File: src/hw/rtl/opp_pkg.sv
// Shared types and constants of the onset peak picker.
package opp_pkg;

    localparam int NOV_W   = 16;
    localparam int FRAME_W = 32;
    localparam int WIN_W   = 7;
    localparam int CFG_W   = 16;
    localparam int IDX_W   = 3;

    localparam logic [IDX_W-1:0] CFG_AVG_WINDOW  = 3'd0;
    localparam logic [IDX_W-1:0] CFG_MAX_WINDOW  = 3'd1;
    localparam logic [IDX_W-1:0] CFG_THRESHOLD   = 3'd2;
    localparam logic [IDX_W-1:0] CFG_RATIO_LIMIT = 3'd3;
    localparam logic [IDX_W-1:0] CFG_MIN_GAP     = 3'd4;
    localparam logic [IDX_W-1:0] CFG_NOISE_FLOOR = 3'd5;

    typedef struct packed {
        logic [WIN_W-1:0] avg_window;
        logic [WIN_W-1:0] max_window;
        logic [CFG_W-1:0] threshold;
        logic [CFG_W-1:0] ratio_limit;
        logic [CFG_W-1:0] min_gap;
        logic [CFG_W-1:0] noise_floor;
    } opp_cfg_t;

endpackage

File: src/hw/rtl/onset_peak_picker_core.sv
// Top level of the onset peak picker: sequencer, window scan, shared multiplier, output.
//
//  Channel  Direction  Contents
//  s_       in         tdata[15:0] novelty
//  m_       out        tdata[31:0] peak_frame, tdata[47:32] peak_strength
//  cfg_     in         cfg_index selects a register, cfg_data is written to it
//
// After its acceptance an item is written to the history, then a window of L entries is scanned
// through the single history read port, where L is the larger of the two clamped window lengths.
// Three products then go through one shared multiplier, one per cycle, before the decision; no
// other item is accepted until the decision step is left.
// After reset a clearing pass writes zero to all WINDOW_DEPTH history entries, one per cycle,
// and no item is accepted meanwhile; configuration writes are taken at all times.
// A finished result waits in the output register; the next item is accepted meanwhile and
// only its own decision step, if it emits a peak, waits while that register is still full.
module onset_peak_picker_core #(
    parameter int WINDOW_DEPTH = 64
) (
    input  logic                      aclk,
    input  logic                      aresetn,
    input  logic                      s_tvalid,
    output logic                      s_tready,
    input  logic [15:0]               s_tdata,   // novelty
    output logic                      m_tvalid,
    input  logic                      m_tready,
    output logic [47:0]               m_tdata,   // peak_frame, peak_strength
    input  logic                      cfg_valid,
    output logic                      cfg_ready,
    input  logic [opp_pkg::IDX_W-1:0] cfg_index,
    input  logic [opp_pkg::CFG_W-1:0] cfg_data
);
    import opp_pkg::*;

    localparam int ADDR_W = $clog2(WINDOW_DEPTH);
    localparam int CNT_W  = $clog2(WINDOW_DEPTH + 1);
    localparam int CMP_W  = (CNT_W > WIN_W) ? CNT_W : WIN_W;
    localparam int SUM_W  = NOV_W + ADDR_W;
    localparam int PROD_W = NOV_W + SUM_W;

    typedef enum logic [9:0] {
        ST_CLEAR  = 10'b00_0000_0001,
        ST_IDLE   = 10'b00_0000_0010,
        ST_WRITE  = 10'b00_0000_0100,
        ST_SCAN   = 10'b00_0000_1000,
        ST_LAST   = 10'b00_0001_0000,
        ST_MXN    = 10'b00_0010_0000,
        ST_MTN    = 10'b00_0100_0000,
        ST_MRS    = 10'b00_1000_0000,
        ST_CMP    = 10'b01_0000_0000,
        ST_DECIDE = 10'b10_0000_0000
    } state_t;

    opp_cfg_t cfg;

    state_t state_reg, state_next;

    logic [ADDR_W-1:0]  clr_addr_reg;
    logic [ADDR_W-1:0]  write_slot_reg;
    logic [ADDR_W-1:0]  rd_addr_reg;
    logic [CNT_W-1:0]   issue_cnt_reg;
    logic               pipe_vld_reg;
    logic [CNT_W-1:0]   pipe_k_reg;
    logic [NOV_W-1:0]   x_reg;
    logic [SUM_W-1:0]   window_sum_reg;
    logic [NOV_W-1:0]   max_reg;
    logic [PROD_W-1:0]  xn_reg;
    logic [PROD_W-1:0]  tn_reg;
    logic [PROD_W-1:0]  rs_reg;
    logic               lin_reg;
    logic               rat_reg;
    logic [FRAME_W-1:0] frame_count_reg;
    logic [FRAME_W-1:0] last_peak_reg;
    logic               have_peak_reg;
    logic               m_valid_reg, m_valid_next;
    logic [FRAME_W-1:0] m_frame_reg;
    logic [NOV_W-1:0]   m_strength_reg;

    logic [CNT_W-1:0]   n_avg;
    logic [CNT_W-1:0]   n_max;
    logic [CNT_W-1:0]   scan_len;
    logic [CMP_W-1:0]   avg_ext;
    logic [CMP_W-1:0]   max_ext;
    logic               hist_we;
    logic [ADDR_W-1:0]  hist_waddr;
    logic [NOV_W-1:0]   hist_wdata;
    logic [NOV_W-1:0]   hist_rdata;
    logic [NOV_W-1:0]   mul_a;
    logic [SUM_W-1:0]   mul_b;
    logic [PROD_W-1:0]  prod;
    logic [PROD_W:0]    lin_rhs;
    logic [FRAME_W-1:0] frame_gap;
    logic               candidate;
    logic               emit;
    logic               out_free;
    logic               s_accept;
    logic               leave_decide;

    opp_cfg u_cfg (
        .aclk      (aclk),
        .aresetn   (aresetn),
        .cfg_valid (cfg_valid),
        .cfg_ready (cfg_ready),
        .cfg_index (cfg_index),
        .cfg_data  (cfg_data),
        .cfg       (cfg)
    );

    opp_hist #(
        .WINDOW_DEPTH (WINDOW_DEPTH)
    ) u_hist (
        .aclk    (aclk),
        .wr_en   (hist_we),
        .wr_addr (hist_waddr),
        .wr_data (hist_wdata),
        .rd_addr (rd_addr_reg),
        .rd_data (hist_rdata)
    );

    always_comb begin
        avg_ext = CMP_W'(cfg.avg_window);
        max_ext = CMP_W'(cfg.max_window);
        if (avg_ext < CMP_W'(2)) begin
            n_avg = CNT_W'(2);
        end else if (avg_ext > CMP_W'(WINDOW_DEPTH)) begin
            n_avg = CNT_W'(WINDOW_DEPTH);
        end else begin
            n_avg = CNT_W'(avg_ext);
        end
        if (max_ext < CMP_W'(2)) begin
            n_max = CNT_W'(2);
        end else if (max_ext > CMP_W'(WINDOW_DEPTH)) begin
            n_max = CNT_W'(WINDOW_DEPTH);
        end else begin
            n_max = CNT_W'(max_ext);
        end
        scan_len = (n_avg > n_max) ? n_avg : n_max;
    end

    assign hist_we    = (state_reg == ST_CLEAR) || (state_reg == ST_WRITE);
    assign hist_waddr = (state_reg == ST_CLEAR) ? clr_addr_reg : write_slot_reg;
    assign hist_wdata = (state_reg == ST_CLEAR) ? '0 : x_reg;

    always_comb begin
        case (state_reg)
            ST_MXN: begin
                mul_a = x_reg;
                mul_b = SUM_W'(n_avg);
            end
            ST_MTN: begin
                mul_a = cfg.threshold;
                mul_b = SUM_W'(n_avg);
            end
            default: begin
                mul_a = cfg.ratio_limit;
                mul_b = window_sum_reg;
            end
        endcase
    end

    assign prod    = PROD_W'(mul_a) * PROD_W'(mul_b);
    assign lin_rhs = (PROD_W + 1)'(window_sum_reg) + (PROD_W + 1)'(tn_reg);

    assign frame_gap = frame_count_reg - last_peak_reg;
    assign candidate = (x_reg == max_reg) && (x_reg > cfg.noise_floor) && (lin_reg || rat_reg);
    assign emit      = candidate && (!have_peak_reg || (frame_gap > FRAME_W'(cfg.min_gap)));
    assign out_free  = !m_valid_reg || m_tready;
    assign s_tready  = (state_reg == ST_IDLE);
    assign s_accept  = s_tvalid && s_tready;
    assign leave_decide = (state_reg == ST_DECIDE) && (!emit || out_free);

    always_comb begin
        state_next = state_reg;
        case (state_reg)
            ST_CLEAR: begin
                if (clr_addr_reg == ADDR_W'(WINDOW_DEPTH - 1)) begin
                    state_next = ST_IDLE;
                end
            end
            ST_IDLE: begin
                if (s_accept) begin
                    state_next = ST_WRITE;
                end
            end
            ST_WRITE: state_next = ST_SCAN;
            ST_SCAN: begin
                if (issue_cnt_reg == scan_len - CNT_W'(1)) begin
                    state_next = ST_LAST;
                end
            end
            ST_LAST:  state_next = ST_MXN;
            ST_MXN:   state_next = ST_MTN;
            ST_MTN:   state_next = ST_MRS;
            ST_MRS:   state_next = ST_CMP;
            ST_CMP:   state_next = ST_DECIDE;
            ST_DECIDE: begin
                if (leave_decide) begin
                    state_next = ST_IDLE;
                end
            end
            default:  state_next = ST_IDLE;
        endcase
    end

    always_comb begin
        m_valid_next = m_valid_reg;
        if (m_valid_reg && m_tready) begin
            m_valid_next = 1'b0;
        end
        if (leave_decide && emit) begin
            m_valid_next = 1'b1;
        end
    end

    always_ff @(posedge aclk) begin
        if (!aresetn) begin
            state_reg       <= ST_CLEAR;
            clr_addr_reg    <= '0;
            write_slot_reg  <= '0;
            pipe_vld_reg    <= 1'b0;
            frame_count_reg <= '0;
            last_peak_reg   <= '0;
            have_peak_reg   <= 1'b0;
            m_valid_reg     <= 1'b0;
        end else begin
            state_reg    <= state_next;
            m_valid_reg  <= m_valid_next;
            pipe_vld_reg <= (state_reg == ST_SCAN);
            if (state_reg == ST_CLEAR) begin
                clr_addr_reg <= clr_addr_reg + ADDR_W'(1);
            end
            if (leave_decide) begin
                frame_count_reg <= frame_count_reg + FRAME_W'(1);
                if (write_slot_reg == ADDR_W'(WINDOW_DEPTH - 1)) begin
                    write_slot_reg <= '0;
                end else begin
                    write_slot_reg <= write_slot_reg + ADDR_W'(1);
                end
                if (emit) begin
                    last_peak_reg <= frame_count_reg;
                    have_peak_reg <= 1'b1;
                end
            end
        end
    end

    always_ff @(posedge aclk) begin
        if (s_accept) begin
            x_reg <= s_tdata;
        end
        pipe_k_reg <= issue_cnt_reg;
        case (state_reg)
            ST_WRITE: begin
                rd_addr_reg    <= write_slot_reg;
                issue_cnt_reg  <= '0;
                window_sum_reg <= '0;
                max_reg        <= '0;
            end
            ST_SCAN: begin
                issue_cnt_reg <= issue_cnt_reg + CNT_W'(1);
                if (rd_addr_reg == '0) begin
                    rd_addr_reg <= ADDR_W'(WINDOW_DEPTH - 1);
                end else begin
                    rd_addr_reg <= rd_addr_reg - ADDR_W'(1);
                end
            end
            ST_MXN: xn_reg <= prod;
            ST_MTN: tn_reg <= prod;
            ST_MRS: rs_reg <= prod;
            ST_CMP: begin
                lin_reg <= (cfg.threshold != '0) && ((PROD_W + 1)'(xn_reg) > lin_rhs);
                rat_reg <= (cfg.ratio_limit != '0) && (window_sum_reg != '0) &&
                           ({xn_reg, 8'd0} > (PROD_W + 8)'(rs_reg));
            end
            default: begin
            end
        endcase
        if (pipe_vld_reg) begin
            if (pipe_k_reg < n_avg) begin
                window_sum_reg <= window_sum_reg + SUM_W'(hist_rdata);
            end
            if ((pipe_k_reg < n_max) && (hist_rdata > max_reg)) begin
                max_reg <= hist_rdata;
            end
        end
        if (leave_decide && emit) begin
            m_frame_reg    <= frame_count_reg;
            m_strength_reg <= x_reg;
        end
    end

    assign m_tvalid = m_valid_reg;
    assign m_tdata  = {m_strength_reg, m_frame_reg};

    a_max_covers_sample: assert property (@(posedge aclk) disable iff (!aresetn)
        (state_reg == ST_CMP) |-> (max_reg >= x_reg))
        else $error("window maximum below the current sample");

    a_scan_bounded: assert property (@(posedge aclk) disable iff (!aresetn)
        (state_reg == ST_SCAN) |-> (issue_cnt_reg < scan_len))
        else $error("window scan ran past its length");

    a_emit_records_peak: assert property (@(posedge aclk) disable iff (!aresetn)
        (leave_decide && emit) |=> (have_peak_reg && m_tvalid &&
                                    (last_peak_reg == $past(frame_count_reg))))
        else $error("emitted peak not recorded");

    a_frame_advance: assert property (@(posedge aclk) disable iff (!aresetn)
        leave_decide |=> (frame_count_reg == $past(frame_count_reg) + FRAME_W'(1)))
        else $error("frame counter did not advance by one");

    a_no_accept_in_clear: assert property (@(posedge aclk) disable iff (!aresetn)
        (state_reg == ST_CLEAR) |-> !s_tready)
        else $error("input accepted during history clearing");

endmodule

File: src/hw/rtl/opp_cfg.sv
// Configuration register file of the onset peak picker.
module opp_cfg (
    input  logic                     aclk,
    input  logic                     aresetn,
    input  logic                     cfg_valid,
    output logic                     cfg_ready,
    input  logic [opp_pkg::IDX_W-1:0] cfg_index,
    input  logic [opp_pkg::CFG_W-1:0] cfg_data,
    output opp_pkg::opp_cfg_t        cfg
);
    import opp_pkg::*;

    opp_cfg_t cfg_reg;
    opp_cfg_t cfg_next;

    assign cfg_ready = 1'b1;
    assign cfg       = cfg_reg;

    always_comb begin
        cfg_next = cfg_reg;
        if (cfg_valid) begin
            case (cfg_index)
                CFG_AVG_WINDOW:  cfg_next.avg_window  = cfg_data[WIN_W-1:0];
                CFG_MAX_WINDOW:  cfg_next.max_window  = cfg_data[WIN_W-1:0];
                CFG_THRESHOLD:   cfg_next.threshold   = cfg_data;
                CFG_RATIO_LIMIT: cfg_next.ratio_limit = cfg_data;
                CFG_MIN_GAP:     cfg_next.min_gap     = cfg_data;
                CFG_NOISE_FLOOR: cfg_next.noise_floor = cfg_data;
                default:         cfg_next = cfg_reg;
            endcase
        end
    end

    always_ff @(posedge aclk) begin
        if (!aresetn) begin
            cfg_reg.avg_window  <= WIN_W'(17);
            cfg_reg.max_window  <= WIN_W'(5);
            cfg_reg.threshold   <= CFG_W'(13);
            cfg_reg.ratio_limit <= CFG_W'(4096);
            cfg_reg.min_gap     <= CFG_W'(5);
            cfg_reg.noise_floor <= '0;
        end else begin
            cfg_reg <= cfg_next;
        end
    end

endmodule

File: src/hw/rtl/opp_hist.sv
// Sample history memory with one write port and one registered read port.
module opp_hist #(
    parameter int WINDOW_DEPTH = 64
) (
    input  logic                              aclk,
    input  logic                              wr_en,
    input  logic [$clog2(WINDOW_DEPTH)-1:0]   wr_addr,
    input  logic [opp_pkg::NOV_W-1:0]         wr_data,
    input  logic [$clog2(WINDOW_DEPTH)-1:0]   rd_addr,
    output logic [opp_pkg::NOV_W-1:0]         rd_data
);
    import opp_pkg::*;

    logic [NOV_W-1:0] mem [WINDOW_DEPTH];
    logic [NOV_W-1:0] rd_data_reg;

    assign rd_data = rd_data_reg;

    always_ff @(posedge aclk) begin
        if (wr_en) begin
            mem[wr_addr] <= wr_data;
        end
    end

    always_ff @(posedge aclk) begin
        rd_data_reg <= mem[rd_addr];
    end

endmodule

File: config.mk
export PLATFORM = sky130hd
export DESIGN_NAME = onset_peak_picker_core
export DESIGN_NICKNAME = d
export VERILOG_FILES = /design/src/hw/rtl/opp_pkg.sv /design/src/hw/rtl/onset_peak_picker_core.sv /design/src/hw/rtl/opp_cfg.sv /design/src/hw/rtl/opp_hist.sv
export SDC_FILE = /design/constraint.sdc
export NUM_CORES = 2
export LEC_CHECK = 0
export BUFFER_PORTS_ARGS = -buffer_cell sky130_fd_sc_hd__buf_2
export CAP_MARGIN = 20
export CORE_UTILIZATION = 30
export DETAILED_ROUTE_END_ITERATION = 12
export GPL_TIMING_DRIVEN = 0
export MAX_ROUTING_LAYER = met4
export PLACE_DENSITY = 0.52
export RECOVER_POWER = 25
export SLEW_MARGIN = 10
export SYNTH_ARGS = -nofsm -noshare
export SYNTH_HDL_FRONTEND = slang
export SYNTH_SLANG_ARGS = --single-unit
File: constraint.sdc
create_clock -name aclk -period 27 [get_ports aclk]
set_clock_uncertainty 0.05 [all_clocks]
set_input_delay 0 -clock aclk [delete_from_list [all_inputs] [get_ports aclk]]
set_output_delay 0 -clock aclk [all_outputs]
set_load 0.005 [all_outputs]
# Word-level counts from Yosys, hierarchy flattened

Memories as Yosys holds them, arrays and structs flattened. A register that Yosys moved wholly into a read port is not among the register bits.
Index checks and enable logic that the tools add are counted.

Input port bits: 40
Register bits: 405
Bits in writable memories: 1024
Output and inout bits: 51
Bits in read-only memories: 0
Latch bits: 0
Memories: 1

Reduce and logical (&&, ||, !) cells: 35
Shifts and indexed selects: 0
Add/sub/neg operators: 9
Multiplexer cells: 28
Div/mod/pow operators: 0
Magnitude comparators: 12
Bitwise gates (word level): 0
$mul: 1
Equality and inequality tests: 23

Memories:

| memory     | words | width | rd ports | clocked after memory_dff | wr ports | line           | text |
|---|---|---|---|---|---|---|---|
| u_hist.mem | 64    | 16    | 1        | 1                        | 1        | opp_hist.sv:14 | `logic [NOV_W-1:0] mem [WINDOW_DEPTH];` |

Operators with widths:

| cell                                                       | number |
|---|---|
| case mux 10 bit (10 select lines)                          | 1 |
| two-way mux 22 bit                                         | 4 |
| two-way mux 16 bit                                         | 4 |
| greater-than comparator 46 x 38 -> 1 bit                   | 1 |
| two-way mux 10 bit                                         | 4 |
| adder 22 x 38 -> 39 bit                                    | 1 |
| greater-than comparator 38 x 39 -> 1 bit                   | 1 |
| multiplier 16 x 22 -> 38 bit                               | 1 |
| two-way mux 7 bit                                          | 5 |
| adder 32 x 1 -> 32 bit, second input constant              | 1 |
| greater-than comparator 16 bit                             | 2 |
| greater-than comparator 32 x 16 -> 1 bit                   | 1 |
| case mux 16 bit (2 select lines)                           | 1 |
| nonzero test 16 bit                                        | 2 |
| subtractor 32 bit                                          | 1 |
| adder 22 x 16 -> 22 bit                                    | 1 |
| nonzero test 22 bit                                        | 1 |
| two-way mux 6 bit                                          | 3 |
| == test 16 bit                                             | 1 |
| greater-than comparator 7 bit, second input constant       | 2 |
| less-than comparator 7 x 2 -> 1 bit, second input constant | 2 |
| less-than comparator 7 bit                                 | 2 |
| case mux 7 bit (2 select lines)                            | 1 |
| AND reduction 2 bit                                        | 7 |
| other kinds (32)                                           | 58 |

# Logic depth before layout (Yosys ltp)

Depth after elaboration: 9
Gate-level depth with buffers: 35
Depth with buffers taken out: 31

# Modules after synthesis

Synthesis repeated with hierarchy kept, for this count alone.

Cell total of the unflattened synthesis: 5469
Area total of the unflattened synthesis: 74226.2 um^2

Modules (own cells, without submodules):

| module                 | cells each | sequential area each (um^2) | area each (um^2) | instances |
|---|---|---|---|---|
| opp_hist               | 1829       | 31069.8                     | 40042.2          | 1 |
| onset_peak_picker_core | 3355       | 8478.1                      | 31237.5          | 1 |
| opp_cfg                | 285        | 1561.5                      | 2946.6           | 1 |

# Worst setup path after synthesis

No wires, ideal clock.

Path kind: register -> register
Start: reg state_reg[1]
End: reg rs_reg[36], data pin
Arrival time: 9.249 ns
Period minus slack after synthesis: 9.568 ns
Cell stages (with the launch flop): 29
Setup slack: 17.432 ns
Required time: 26.681 ns
Buffers on the path: 2
Cells stage by stage: dfxtp_1 nor4_1 nor3b_1 nand2_1 nor3b_1 clkbuf_1 clkbuf_1 a221o_1 nand2_1 fa_1 inv_1 fa_1 fa_1 fa_1 fa_1 inv_1 fa_1 inv_1 ha_1 a21o_1 a221o_1 a221oi_1 a21oi_1 o21ai_0 a21boi_0 o41ai_1 o2111a_1 nor2_1 a311o_1

Longest elaborated chain between the ends: 4
Elaborated cells on any way between the ends: 6
Classes of those cells: mul: 1; eq/ne: 2; mux: 2; reduce/logical: 1

RTL lines:

| item                                                               | line                          | text |
|---|---|---|
| from (decl)                                                        | onset_peak_picker_core.sv:55  | `state_t state_reg, state_next;` |
| from (signal assigned)                                             | onset_peak_picker_core.sv:225 | `state_reg <= state_next;` |
| == test 10 x 7 -> 1 bit or == test 10 x 6 -> 1 bit (tied branches) | onset_peak_picker_core.sv:144 | `case (state_reg)` |
| OR reduction 2 bit (no source line)                                | n/a                           |  |
| two-way mux 22 bit                                                 | onset_peak_picker_core.sv:144 |  |
| multiplier 16 x 22 -> 38 bit (*)                                   | onset_peak_picker_core.sv:160 | `assign prod = PROD_W'(mul_a) * PROD_W'(mul_b);` |
| via prod[36]                                                       | onset_peak_picker_core.sv:89  | `logic [PROD_W-1:0] prod;` |
| to (signal assigned)                                               | onset_peak_picker_core.sv:268 | `ST_MRS: rs_reg <= prod;` |
| to (decl)                                                          | onset_peak_picker_core.sv:68  | `logic [PROD_W-1:0] rs_reg;` |

Mark *: on every way through the listed nets, which the timed path passes. The rest lies on a longest branch.
A chain may end at the register's enable or synchronous reset.

# Worst setup path in the final report

Start: reg state_reg[1]
End: reg rs_reg[37], data pin

The elaborated chain is that of the path after synthesis.

==> results.tsv <==
metric	value	unit
required	27520	ps
clk_pin_slew	60	ps
endpoint_kind	flop	
dp_hpwl	153200	um
hp-class	input pin to flop	
drt_iter0_drc	4110	
outcome	finished, violations left	
syn_area	73860	um2
rsz0062_at_grt	no	
syn2layout_area_growth	16.03	%
violations	capacitance limit, slew limit	
worstSetupStartpoint	state_reg[1]	
post-cts-setup-buffers	0	
fp.dieArea	248200	um2
grt-busiest-layer	met2	
cts.path.max_buffers	3	
htreeDepth	4	
grt_pass1_vias	46120	
start_util	30.28	%
cts_buffers	153	
max_stage_delay	2310	ps
crit_slowest_cell	clkbuf_1	
drv_cap	12	
hold_viol	0	
place_ws	16500	ps
clock-sinks	1445	
synth_ff_type	edfxtp_1	
syn_inst	5307	
io_buffers	88	
clk_latency	820	ps
ys_ff_latch	1445	
vias	45520	
hp-start	cfg_data[0]	
leakagePower	32.47	nW
rows	181	
nets	6354	
routedWlPerCell	23.22	um
remaining_drc_errors	0	
tns	0	ps
postCtsHoldBufs	73	
crit_family	buffers and inverters	
setup_viol	0	
power.density	54.73	nW/um2
startpoint_type	flop	
worst_slew_pin_slew	3918	ps
max_slew_margin	-161.2	%
async_flop_share	0	%
synth_area_per_cell	13.92	um2
fmax	0.07879	GHz
multi_input_area	30150	um2
drive_gt1_share	13.92	%
period_needed	12690	ps
grtUsageMet3	3.098	%
antenna_found_initial	11	
critical_path_arrival	13210	ps
period_share	47.01	%
die_h	498.2	um
die_w	498.2	um
p_total	4.690	mW
ir_drop	0.05271	mV
ant_nets	0	
filler_cell_count	23330	
regArea	41110	um2
final_cell_mix	1217 x edfxtp_1, 541 x nand2_1, 507 x inv_1	
grt_usage	17.47	%
yosys.cell_types.count	87	
tritoncts	built	
globalplace.congestion	0.9087	
final_common_cell	edfxtp_1	
fin_ws	14310	ps
worst-path-max-fanout	46	
drt_pass1_iterations	6	
hold_ws	61.87	ps
viasPerCell	5.034	
drv_slew	529	
use_met2	26.76	%
yosysSeqAreaShare	55.66	%
synth-edff-count	1217	
grt_pass1_wl	311600	um
yosysWarnings	0	
io_pins	91	
root_buffer	clkbuf_16	
core_area	243900	um2
routed_wirelength	209900	um
largest_register_ffs	1024	
path_class	flop to flop	
critical_path_buf_inv_count	9	
cts_resized	0	
globalRouteMet1Util	22.98	%
r2r-start	state_reg[1]	
overflow	0	
syn_nets	5949	
grt_max_degree	65	
-- power breakdown --
part | internal (mW) | total (mW) | leakage [nW] | switching, mW
registers | 2.40 | 2.40 | 13.7 | 0.00553
clock network | 1.28 | 2.22 | 2.53 | 0.932
logic | 0.0273 | 0.0736 | 16.3 | 0.0463
total | 3.71 | 4.69 | 32.5 | 0.984
-- metrics by stage --
| step | cell area [um2] | util [%] | std cells |
|---|---|---|---|
| final | 85700 | 35.14 | 9042 |
| after global routing | 85690 | 35.13 | 9041 |
| after CTS | 85770 | 35.16 | 9029 |
| after detailed placement | 79730 | 32.69 | 8678 |
| after global placement | 78310 | 32.11 | 8597 |
| after floorplan | 73860 | - | 5307 |
-- Yosys cell counts (all sizes together), types with 56 or more instances --
cell / instances / share of area (%)
o21ai: 94 / 0.64
mux4: 336 / 10
a21o: 72 / 0.73
edfxtp: 1217 / 49
nand2b: 56 / 0.47
ha: 321 / 5.4
nand2: 541 / 2.7
nor2b: 68 / 0.58
fa: 281 / 7.6
dfxtp: 228 / 6.2
inv: 507 / 2.6
nand3: 98 / 0.66
and3: 111 / 0.95
xnor2: 91 / 1.1
nand4: 63 / 0.53
a21boi: 74 / 0.75
a21oi: 124 / 0.85
nor2: 237 / 1.2
clkbuf: 195 / 1.0
mux2i: 102 / 1.4
-- kinds of logic after synthesis --
logic type,share of synthesized area (%)
fa+ha+maj,13.05
xor+xnor,1.625
simple gates,8.950
mux,11.64
compound gates,5.292
flops,55.66
other cells,0.005077
buf+inv,3.773
-- layer usage --
metal,wire [um],up-vias
met5,0,-
met3,12400,353
li1,-,20250
met4,8698,0
met2,96920,1342
met1,91940,23580
-- worst register-to-register path, delay by kind of cell (launching register included) --
kind | cells | cell delay, ps
AND/OR/NAND/NOR | 6 | 1680
XOR/XNOR | 1 | 310
adder cells (fa/ha/maj) | 7 | 2910
AO/OA/AOI/OAI | 9 | 3370
buffers and inverters | 9 | 3790
flip-flops | 1 | 360
-- cell type report --
cell class,count,share of cell area (%)
repair buffers,250,2.719
diodes,5,0.01460
well taps,3202,4.675
clock inverters,95,1.521
flip-flops and latches,1445,47.97
plain buffers,227,1.031
multi-input cells,3128,35.18
inverters,507,2.221
clock buffers,183,4.672
-- worst paths after layout --
path / end / slack, ps / cells after the start
worst max-delay path: rs_reg[37] / 14310 / 32
worst min-delay path: u_cfg.cfg[32] / 60 / 4
worst max register to register: rs_reg[37] / 14310 / 32
worst min register to register: pipe_k_reg[6] / 410 / 0
Power figures use the tool's default switching activity.
